$ cat config.mk
export PLATFORM = sky130hd
export DESIGN_NAME = bcd_datetime_add_minutes
export DESIGN_NICKNAME = d
export VERILOG_FILES = /design/src/design/bdam_pkg.sv /design/src/design/bcd_datetime_add_minutes.sv
export SDC_FILE = /design/constraint.sdc
export NUM_CORES = 1
export LEC_CHECK = 0
export BUFFER_PORTS_ARGS = -buffer_cell sky130_fd_sc_hd__buf_2
export CELL_PAD_IN_SITES_DETAIL_PLACEMENT = 0
export CELL_PAD_IN_SITES_GLOBAL_PLACEMENT = 1
export CORE_ASPECT_RATIO = 0.7
export CORE_UTILIZATION = 42
export DETAILED_ROUTE_END_ITERATION = 10
export GPL_TIMING_DRIVEN = 0
export HOLD_SLACK_MARGIN = 0.03
export PLACE_DENSITY_LB_ADDON = 0.05
export SYNTH_ARGS = -nofsm -noshare
export SYNTH_HDL_FRONTEND = slang
export SYNTH_SLANG_ARGS = --single-unit
$ cat constraint.sdc
create_clock -name i_clk -period 9.5 [get_ports i_clk]
set_input_delay 0.95 -clock i_clk [delete_from_list [all_inputs] [get_ports i_clk]]
set_output_delay 0.95 -clock i_clk [all_outputs]
set_load 0.02 [all_outputs]
$ cat src/design/bdam_pkg.sv
// Package for the BCD date/time minute adder.
// Holds calendar constants, the month length table and BCD helper functions.
// No dependencies.
`timescale 1ns / 1ps

package bdam_pkg;

    localparam int C_FIELD_W = 8;
    localparam int C_ADD_W   = 16;
    localparam int C_IN_W    = 56;
    localparam int C_OUT_W   = 40;
    localparam int C_QUOT_W  = 5;
    localparam int C_BIT_W   = 3;

    localparam logic [C_ADD_W-1:0]   C_MIN_PER_DAY  = 16'd1440;
    localparam logic [C_ADD_W-1:0]   C_MIN_PER_HOUR = 16'd60;
    localparam logic [C_ADD_W-1:0]   C_HOUR_PER_DAY = 16'd24;
    localparam logic [C_BIT_W-1:0]   C_QUOT_TOP     = 3'd4;
    localparam logic [C_FIELD_W-1:0] C_MONTH_MAX    = 8'h12;
    localparam logic [C_FIELD_W-1:0] C_YEAR_MAX     = 8'h99;
    localparam logic [C_FIELD_W-1:0] C_FEBRUARY     = 8'h02;
    localparam logic [4:0]           C_LEAP_FEB_LEN = 5'd29;
    localparam logic [4:0]           C_DEFAULT_LEN  = 5'd31;

    localparam logic [4:0] C_MONTH_LEN [0:12] = '{
        5'd31, 5'd31, 5'd28, 5'd31, 5'd30, 5'd31, 5'd30,
        5'd31, 5'd31, 5'd30, 5'd31, 5'd30, 5'd31
    };

    typedef struct packed {
        logic [C_FIELD_W-1:0] day;
        logic [C_FIELD_W-1:0] mon;
        logic [C_FIELD_W-1:0] yr;
    } t_date;

    function automatic logic [C_FIELD_W-1:0] bcd_to_bin(input logic [C_FIELD_W-1:0] b);
        bcd_to_bin = 8'(b[7:4]) * 8'd10 + 8'(b[3:0]);
    endfunction

    // divide by ten through a reciprocal, exact for any 8-bit value
    function automatic logic [C_FIELD_W-1:0] bin_to_bcd(input logic [C_FIELD_W-1:0] v);
        logic [15:0] prod;
        logic [4:0]  q;
        logic [7:0]  lo;
        prod = 16'(v) * 16'd205;
        q    = prod[15:11];
        lo   = v - 8'(q) * 8'd10;
        bin_to_bcd = {q[3:0], lo[3:0]};
    endfunction

    function automatic logic [C_FIELD_W-1:0] bcd_inc(input logic [C_FIELD_W-1:0] b);
        logic [4:0] lo;
        logic [3:0] hi;
        lo = 5'(b[3:0]) + 5'd1;
        hi = b[7:4];
        if (lo > 5'd9) begin
            lo = 5'd0;
            hi = hi + 4'd1;
        end
        bcd_inc = {hi, lo[3:0]};
    endfunction

    function automatic t_date advance_day(input t_date d);
        logic [C_FIELD_W-1:0] m;
        logic [C_FIELD_W-1:0] y;
        logic [4:0]           limit;
        t_date                r;
        m = bcd_to_bin(d.mon);
        y = bcd_to_bin(d.yr);
        r = d;
        if (d.mon == C_FEBRUARY && y[1:0] == 2'd0) begin
            limit = C_LEAP_FEB_LEN;
        end else if (m >= 8'd1 && m <= 8'd12) begin
            limit = C_MONTH_LEN[m[3:0]];
        end else begin
            limit = C_DEFAULT_LEN;
        end
        r.day = bcd_inc(d.day);
        if (bcd_to_bin(r.day) > 8'(limit)) begin
            r.day = 8'h01;
            r.mon = bcd_inc(d.mon);
            if (r.mon > C_MONTH_MAX) begin
                r.mon = 8'h01;
                r.yr  = bcd_inc(d.yr);
                if (r.yr > C_YEAR_MAX) begin
                    r.yr = 8'h00;
                end
            end
        end
        advance_day = r;
    endfunction

endpackage

$ cat src/design/bcd_datetime_add_minutes.sv
// Top level of the BCD date/time minute adder: sequencer around one shared
// compare-and-subtract unit. Depends on bdam_pkg.
//
// channel  dir  fields (lowest bit up)
// s_axis   in   minute_bcd, hour_bcd, day_bcd, month_bcd, year_bcd, add_minutes
// m_axis   out  new_minute_bcd, new_hour_bcd, new_day_bcd, new_month_bcd, new_year_bcd
//
// A request runs through a day loop that subtracts 1440 once per cycle, then a
// restoring division of the rest by 60 over five quotient bits, an hour step
// and a minute step, plus an hour carry step when the minute sum carries an
// hour. A zero minute count goes straight to the result.
// The input is ready only when idle, from the cycle after the result loads.
// The result sits in an output register, so a stalled output does not block
// the next request until its result is ready. Reset is synchronous, active low.
`timescale 1ns / 1ps

module bcd_datetime_add_minutes
    import bdam_pkg::*;
(
    input  logic               i_clk,
    input  logic               i_rst_n,
    input  logic               i_s_axis_tvalid,
    output logic               o_s_axis_tready,
    // minute_bcd, hour_bcd, day_bcd, month_bcd, year_bcd, add_minutes
    input  logic [C_IN_W-1:0]  i_s_axis_tdata,
    output logic               o_m_axis_tvalid,
    input  logic               i_m_axis_tready,
    // new_minute_bcd, new_hour_bcd, new_day_bcd, new_month_bcd, new_year_bcd
    output logic [C_OUT_W-1:0] o_m_axis_tdata
);

    typedef enum logic [2:0] {
        S_IDLE,
        S_DAY,
        S_DIV,
        S_HOUR,
        S_MIN,
        S_HCAR,
        S_DONE
    } t_state;

    t_state                r_state, n_state;
    logic [C_FIELD_W-1:0]  r_mi, n_mi;
    logic [C_FIELD_W-1:0]  r_hr, n_hr;
    t_date                 r_date, n_date;
    logic [C_ADD_W-1:0]    r_rest, n_rest;
    logic [C_QUOT_W-1:0]   r_quot, n_quot;
    logic [C_BIT_W-1:0]    r_bit, n_bit;
    logic                  r_out_valid, n_out_valid;
    logic [C_OUT_W-1:0]    r_out, n_out;

    logic [C_ADD_W-1:0]    op_a, op_b;
    logic [C_ADD_W:0]      diff;
    logic                  ge;
    logic [C_FIELD_W-1:0]  sel_t;
    t_date                 adv;

    // shared compare-and-subtract unit
    always_comb begin
        case (r_state)
            S_DAY: begin
                op_a = r_rest;
                op_b = C_MIN_PER_DAY;
            end
            S_DIV: begin
                op_a = r_rest;
                op_b = C_MIN_PER_HOUR << r_bit;
            end
            S_HOUR: begin
                op_a = 16'(bcd_to_bin(r_hr) + 8'(r_quot));
                op_b = C_HOUR_PER_DAY;
            end
            S_MIN: begin
                op_a = 16'(bcd_to_bin(r_mi) + r_rest[7:0]);
                op_b = C_MIN_PER_HOUR;
            end
            S_HCAR: begin
                op_a = 16'(bcd_to_bin(r_hr) + 8'd1);
                op_b = C_HOUR_PER_DAY;
            end
            default: begin
                op_a = '0;
                op_b = '0;
            end
        endcase
        diff  = {1'b0, op_a} - {1'b0, op_b};
        ge    = ~diff[C_ADD_W];
        sel_t = ge ? diff[7:0] : op_a[7:0];
        adv   = advance_day(r_date);
    end

    always_comb begin
        n_state     = r_state;
        n_mi        = r_mi;
        n_hr        = r_hr;
        n_date      = r_date;
        n_rest      = r_rest;
        n_quot      = r_quot;
        n_bit       = r_bit;
        n_out       = r_out;
        n_out_valid = r_out_valid;
        if (r_out_valid && i_m_axis_tready) begin
            n_out_valid = 1'b0;
        end
        case (r_state)
            S_IDLE: begin
                if (i_s_axis_tvalid) begin
                    n_mi       = i_s_axis_tdata[7:0];
                    n_hr       = i_s_axis_tdata[15:8];
                    n_date.day = i_s_axis_tdata[23:16];
                    n_date.mon = i_s_axis_tdata[31:24];
                    n_date.yr  = i_s_axis_tdata[39:32];
                    n_rest     = i_s_axis_tdata[55:40];
                    n_quot     = '0;
                    n_bit      = C_QUOT_TOP;
                    // zero minutes: hand back the input unchanged
                    n_state    = (i_s_axis_tdata[55:40] == '0) ? S_DONE : S_DAY;
                end
            end
            S_DAY: begin
                if (ge) begin
                    n_rest = diff[C_ADD_W-1:0];
                    n_date = adv;
                end else begin
                    n_state = S_DIV;
                end
            end
            S_DIV: begin
                if (ge) begin
                    n_rest        = diff[C_ADD_W-1:0];
                    n_quot[r_bit] = 1'b1;
                end
                if (r_bit == '0) begin
                    n_state = S_HOUR;
                end else begin
                    n_bit = r_bit - 3'd1;
                end
            end
            S_HOUR: begin
                if (r_quot != '0) begin
                    n_hr = bin_to_bcd(sel_t);
                    if (ge) begin
                        n_date = adv;
                    end
                end
                n_state = S_MIN;
            end
            S_MIN: begin
                n_mi    = bin_to_bcd(sel_t);
                n_state = ge ? S_HCAR : S_DONE;
            end
            S_HCAR: begin
                n_hr    = bin_to_bcd(sel_t);
                if (ge) begin
                    n_date = adv;
                end
                n_state = S_DONE;
            end
            S_DONE: begin
                if (!r_out_valid || i_m_axis_tready) begin
                    n_out       = {r_date.yr, r_date.mon, r_date.day, r_hr, r_mi};
                    n_out_valid = 1'b1;
                    n_state     = S_IDLE;
                end
            end
            default: begin
                n_state = S_IDLE;
            end
        endcase
    end

    always_ff @(posedge i_clk) begin
        if (!i_rst_n) begin
            r_state     <= S_IDLE;
            r_out_valid <= 1'b0;
        end else begin
            r_state     <= n_state;
            r_out_valid <= n_out_valid;
        end
        r_mi   <= n_mi;
        r_hr   <= n_hr;
        r_date <= n_date;
        r_rest <= n_rest;
        r_quot <= n_quot;
        r_bit  <= n_bit;
        r_out  <= n_out;
    end

    assign o_s_axis_tready = (r_state == S_IDLE);
    assign o_m_axis_tvalid = r_out_valid;
    assign o_m_axis_tdata  = r_out;

endmodule
==> impl_results.md, run 1 <==
* Post-synthesis sequential area ratio at 36.2%
* Initial Util at about 43%
* Gr ovfl total at 0
* Die Y-Extent at approximately 120 um
* Area contributors post-synth: edfxtp_1, ha_1, nand2_1
* RePlAce Congestion at between 0.8 and 0.9
* Die Width at between 150 and 200 um
* Cell count after synthesis at about 910
* End of the critical path: r_hr[3]$_DFFE_PP_
* Final Hold Viols at 0
* Global-route wire length before repair at between 30 and 40 mm
* Post-synthesis cell type count at 70
* Core Footprint at 20,700 um^2
* Post-Route WL at about 23 mm
* Status: complete, no violations
* Unrepaired setup endpoints after global routing: yes
* CTS max path bufs at 2
* WL per Instance at between 15 and 20 um
* Synthesis-stage register bit count at between 100 and 150
* Kind of critical path: reg2reg
* Async SR Flop Fraction at 0%
* Max-cap check violation count at 0
* Min Tclk post-route at just over 9 ns
* Worst Max-Slew Pin Slew at about 1 ns
* CTS tree: built
* Count of yosys warnings during synthesis at 0
* Layout cells sized above 1 at 20.4%
* Final setup vio count at 0
* # IOs at ~100
* Gr usage total at about 22%
* Worst r2r path cells at 39
* Post-synth top area share at a little over a third
* Top FF cell, synth: edfxtp_1
* Worst Setup Start Kind: flop
* Crit-path max FO at 7
* Most common cell on crit path: inv_2
* DP HPWL at ~18 mm
* Top-count cell post-synth: nand2_1
* First-pass DRT Iterations at 5
* Synth Area per Inst at a little under 10 um^2
* WHS at about 0.47 ns
* DR vias at 6,787
* Clock latency on the worst-skew pair at between 0.3 and 0.4 ns
* Antenna violations before repair at 0
* FF-to-FF End: r_hr[3]$_DFFE_PP_
* Final period util at approximately 100%
* Commonest cells post-synth: nand2_1, ha_1, edfxtp_1
* Layout Nets at approximately 1,200
* Crit-path max cell delay at ~0.5 ns
* WP data arrival at roughly 9.4 ns
* IO Port Bufs at 101
* Post-route cell area at 10,400 um^2
* Post-Syn Nets at between 1,000 and 1,500
* Clk slew on worst S/H paths at 0.08 ns
* CTS Root Cell: clkbuf_16
* Antenna diodes at 0
* Crit path from: r_mi[7]$_DFFE_PP_
* Hold Path Class: reg2reg
* DRC Markers at 0
* Slowest CP cell: fa_1
* Fmax at approximately 110 MHz
* CTS Hold Buffers Added at 0
* CTS sink count at 108
* Slew headroom at between 30 and 40%
* Post-synth top area cell: edfxtp_1
* Via density per instance at approximately 5.2
* Hold_sp: r_date[23]$_DFFE_PP_
* Cell Rows at between 40 and 50
* CP required at approximately 9.6 ns
* Depth of the CTS H-tree at 3
* Largest net degree at the start of global routing at 31
* Worst r2r src: r_mi[7]$_DFFE_PP_
* Syn Std Cell Area at a little under 9000 um^2
* DIE AREA at between 20,000 and 25,000 um^2
* Utilization after layout at between 50% and 60%
* Final Max Slew Viols at 0
* Reg2reg setup slack at approximately 0.26 ns
* Layout area overhead at 17.9%
* Final ANT Viol Nets at 0
* CP endpoint kind: flop
* Number of global-route vias before repair at 6,195
* DP Area at about 9700 um^2
* Total CTS buffers at 9
* Starting DRT DRC Count at 453
* Number of synthesized flops with an enable pin at 104
* Clk_skew at between 0.015 and 0.02 ns
==> timing repair <==
| item | in CTS | in global routing |
|---|---|---|
| endpoints found under the hold margin | 0 | 0 |
| setup buffers | 8 | 8 |
| gates resized for setup | 24 | 36 |
| pin swaps | 7 | 33 |
| setup endpoints to repair | 14 | 4 |
==> routing by layer <==
layer	wire [um]	global-route usage, %
met1	12900	36.5
met5	0	0
met3	1090	3.29
met2	8510	27.6
met4	130	3.42
==> worst max-delay path, delay by kind of cell (launching register included) <==
kind	cells	cell delay, ns
fa+ha+maj	12	4.08
compound gates	12	2.18
xor+xnor	5	0.90
simple gates	3	0.74
flops	1	0.43
mux	1	0.37
buf+inv	6	0.26
==> registers in the layout, indices dropped and copies added (netlist names) <==
signal,flops
r_state,3
r_hr,8
o_m_axis_tvalid,1
r_date,24
r_bit,3
r_mi,8
r_rest,16
r_quot,5
o_m_axis_tdata,40
==> final cells by class <==
cell class	instances	area, um^2
tap	276	345
sequential	108	3200
buffer	21	110
clock buffer	9	225
multi-input combinational	679	5470
clock inverter	7	67.6
inverter	92	345
timing repair buffer	120	668
fill	1997	10300
==> cell families after synthesis <==
group	count (synthesis)	share of synthesized area (%)
AOI/OAI and AO/OA	195	14.4
xor gates and xnor gates	63	6.64
adders and majority gates	137	21.2
buffers and inverters	118	5.26
DFF	108	36.2
muxes	14	1.81
and+or+nand+nor	270	14.5
==> placed cells by master (no fill, tap or decap), types with 16 or more instances in the layout <==
cell type	netlist	layout
fa_1	22	19
and2_1	20	20
edfxtp_1	104	104
xor2_1	27	25
a21oi_1	47	41
nand2_1	120	119
ha_1	115	105
xnor2_1	32	31
a21o_1	17	17
buf_4	0	16
buf_2	6	105
nor2_1	45	43
inv_1	92	87
o21ai_0	52	46
==> worst min-delay path by stage <==
stage                                         to  slack [ns]  cells past startpoint
finish              o_m_axis_tdata[23]$_DFFE_PP_        0.47                      0
global route         o_m_axis_tdata[8]$_DFFE_PP_        0.48                      0
CTS                  o_m_axis_tdata[8]$_DFFE_PP_        0.47                      0
detailed placement   o_m_axis_tdata[8]$_DFFE_PP_        0.45                      0
global placement     o_m_axis_tdata[8]$_DFFE_PP_        0.44                      0
floorplan            o_m_axis_tdata[0]$_DFFE_PP_        0.43                      0
==> through the flow <==
step,setup slack (ns),TNS (ns),cells
3_3_place_gp,-1.04,-5.65,1282
3_5_place_dp,-1.06,-5.59,1284
2_1_floorplan,0.395,0,905
6_report,0.258,0,1312
5_1_grt,-0.103,-0.181,1312
4_1_cts,0.00926,0,1305
Power of run 1 is not shown: default switching activity piles up to over one toggle a cycle in this logic, so the estimate is an artifact.
==> inputs of run 2 (changes only) <==
--- a/config.mk
+++ b/config.mk
@@ -8,10 +8,8 @@
 export BUFFER_PORTS_ARGS = -buffer_cell sky130_fd_sc_hd__buf_2
 export CELL_PAD_IN_SITES_DETAIL_PLACEMENT = 0
 export CELL_PAD_IN_SITES_GLOBAL_PLACEMENT = 1
-export CORE_ASPECT_RATIO = 0.7
 export CORE_UTILIZATION = 42
 export DETAILED_ROUTE_END_ITERATION = 10
-export GPL_TIMING_DRIVEN = 0
 export HOLD_SLACK_MARGIN = 0.03
 export PLACE_DENSITY_LB_ADDON = 0.05
 export SYNTH_ARGS = -nofsm -noshare
==> impl_results.md, run 2 (same netlist as run 1, synthesis figures left out) <==
* DIE AREA at 21,700 um^2 (about the same)
* Starting DRT DRC Count at 302 (-33%)
* Largest net degree at the start of global routing at 41 (+32%)
* Layout Nets at 1,221 (-0.57%)
* Number of flip-flops in the largest register at 40 (unchanged)
* IO Port Bufs at 101 (unchanged)
* Commonest non-fill, non-tap cell in the layout: nand2_1
* Final period util at 95.7% (-1.6 points)
* Final Max Slew Viols at 0 (unchanged)
* Crit-path max cell delay at 0.49 ns (about the same)
* CTS max path bufs at 2 (unchanged)
* Worst Setup Start Kind: flop
* Fmax at 110 MHz (+1.7%)
* Cell Rows at 52 (+18%)
* CP endpoint kind: flop
* Antenna diodes at 0 (unchanged)
* Layout cells sized above 1 at 19.6% (-0.72 points)
* Min Tclk post-route at 9.09 ns (-0.152 ns)
* Clk_skew at 0.00890 ns (-0.0107 ns)
* Antenna violations before repair at 0 (unchanged)
* Worst Max-Slew Pin Slew at 0.984 ns (-0.0246 ns)
* Most frequent cells in the layout: nand2_1, ha_1, edfxtp_1
* WHS at 0.464 ns (-0.00858 ns)
* DP Cell Count at 1,271 (-1.0%)
* Core Footprint at 20,400 um^2 (-1.3%)
* DR vias at 6,769 (-0.27%)
* Slew headroom at 34.4% (+1.6 points)
* Utilization after layout at 50.4% (about the same)
* Max-cap check violation count at 0 (unchanged)
* CTS Hold Buffers Added at 0 (unchanged)
* Most common cell on crit path: ha_1
* Final non-filler cell total at 1,298 (-1.1%)
* Slowest CP cell: fa_1
* Via density per instance at 5.21 (+0.81%)
* DRC Markers at 0 (unchanged)
* CP required at 9.60 ns (about the same)
* Die Width at 147 um (-16%)
* CTS sink count at 108 (unchanged)
* Total CTS buffers at 9 (unchanged)
* # IOs at 102 (unchanged)
* Hold Path Class: reg2reg
* Kind of critical path: reg2reg
* Die Y-Extent at 147 um (+19%)
* WL per Instance at 16.7 um (-3.2%)
* RePlAce Congestion at 0.815 (-1.9%)
* Final setup vio count at 0 (unchanged)
* Number of global-route vias before repair at 6,714 (+8.4%)
* WP data arrival at 9.19 ns (-0.16 ns)
* First-pass DRT Iterations at 4 (-1)
* Initial Util at 43.3% (+0.57 points)
* Status: complete, no violations
* Final Hold Viols at 0 (unchanged)
* CTS Root Cell: clkbuf_16
* Gr ovfl total at 0 (unchanged)
* Final ANT Viol Nets at 0 (unchanged)
* Global-route wire length before repair at 34.7 mm (-2.3%)
* Crit-path max FO at 5 (-2)
* Depth of the CTS H-tree at 3 (unchanged)
* Post-Route WL at 21.7 mm (-4.2%)
* CTS tree: built
* Fillers at 1,968 (-1.5%)
* Gr usage total at 20.6% (-0.95 points)
* Clock latency on the worst-skew pair at 0.36 ns (about the same)
* Clk slew on worst S/H paths at 0.08 ns (about the same)
* DP HPWL at 16.8 mm (-6.6%)
* Layout area overhead at 16.2%
==> run 2: path summary, 6_finish.rpt <==
kind / from / end / slack, ns / cells after the start
max reg2reg: r_mi[7]$_DFFE_PP_ / r_mi[3]$_DFFE_PP_ / 0.41 / 40
min: r_mi[1]$_DFFE_PP_ / o_m_axis_tdata[1]$_DFFE_PP_ / 0.46 / 0
min reg2reg: r_mi[1]$_DFFE_PP_ / o_m_axis_tdata[1]$_DFFE_PP_ / 0.46 / 0
max: r_mi[7]$_DFFE_PP_ / r_mi[3]$_DFFE_PP_ / 0.41 / 40
==> run 2: worst max-delay path, delay by kind of cell, from the launching register on <==
kind / cells / cell delay (ns)
flip-flops: 1 / 0.39
AND/OR/NAND/NOR: 4 / 0.72
XOR/XNOR: 5 / 0.80
AO/OA/AOI/OAI: 13 / 2.36
adder cells (fa/ha/maj): 12 / 4.03
buffers and inverters: 6 / 0.52
==> run 2: repair_timing <==
| action | 4_1_cts | 5_1_grt |
|---|---|---|
| gates resized for setup | 1 | 39 |
| buffers inserted | 1 | 11 |
| pin swaps | 1 | 23 |
| endpoints found under the setup margin | 2 | 4 |
==> run 2: cell type report <==
| class | count | area [um^2] | share of cell area [%] |
|---|---|---|---|
| well taps | 270 | 338 | 3.28 |
| clock inverters | 6 | 46.3 | 0.450 |
| multi-input cells | 679 | 5380 | 52.3 |
| repair buffers | 134 | 753 | 7.32 |
| inverters | 92 | 345 | 3.36 |
| clock buffers | 9 | 225 | 2.19 |
| flip-flops and latches | 108 | 3200 | 31.1 |
==> run 2: layer usage <==
layer,share of wire (%),track usage (%),up-vias
met1,46,26.7,3196
met4,1.2,4.79,0
met2,50,35.7,121
li1,-,-,3435
met5,0,0,-
met3,3.0,3.35,17
==> run 2: stage by stage <==
step / worst slack, ns / setup TNS [ns] / instance area (um^2)
floorplan: 0.395 / 0 / 8860
global placement: 0.221 / 0 / 9740
detailed placement: 0.00922 / 0 / 9740
CTS: 0.0392 / 0 / 10000
global route: -0.00108 / -0.00108 / 10300
finish: 0.409 / 0 / 10300
Power of run 2 is left out for the same reason.
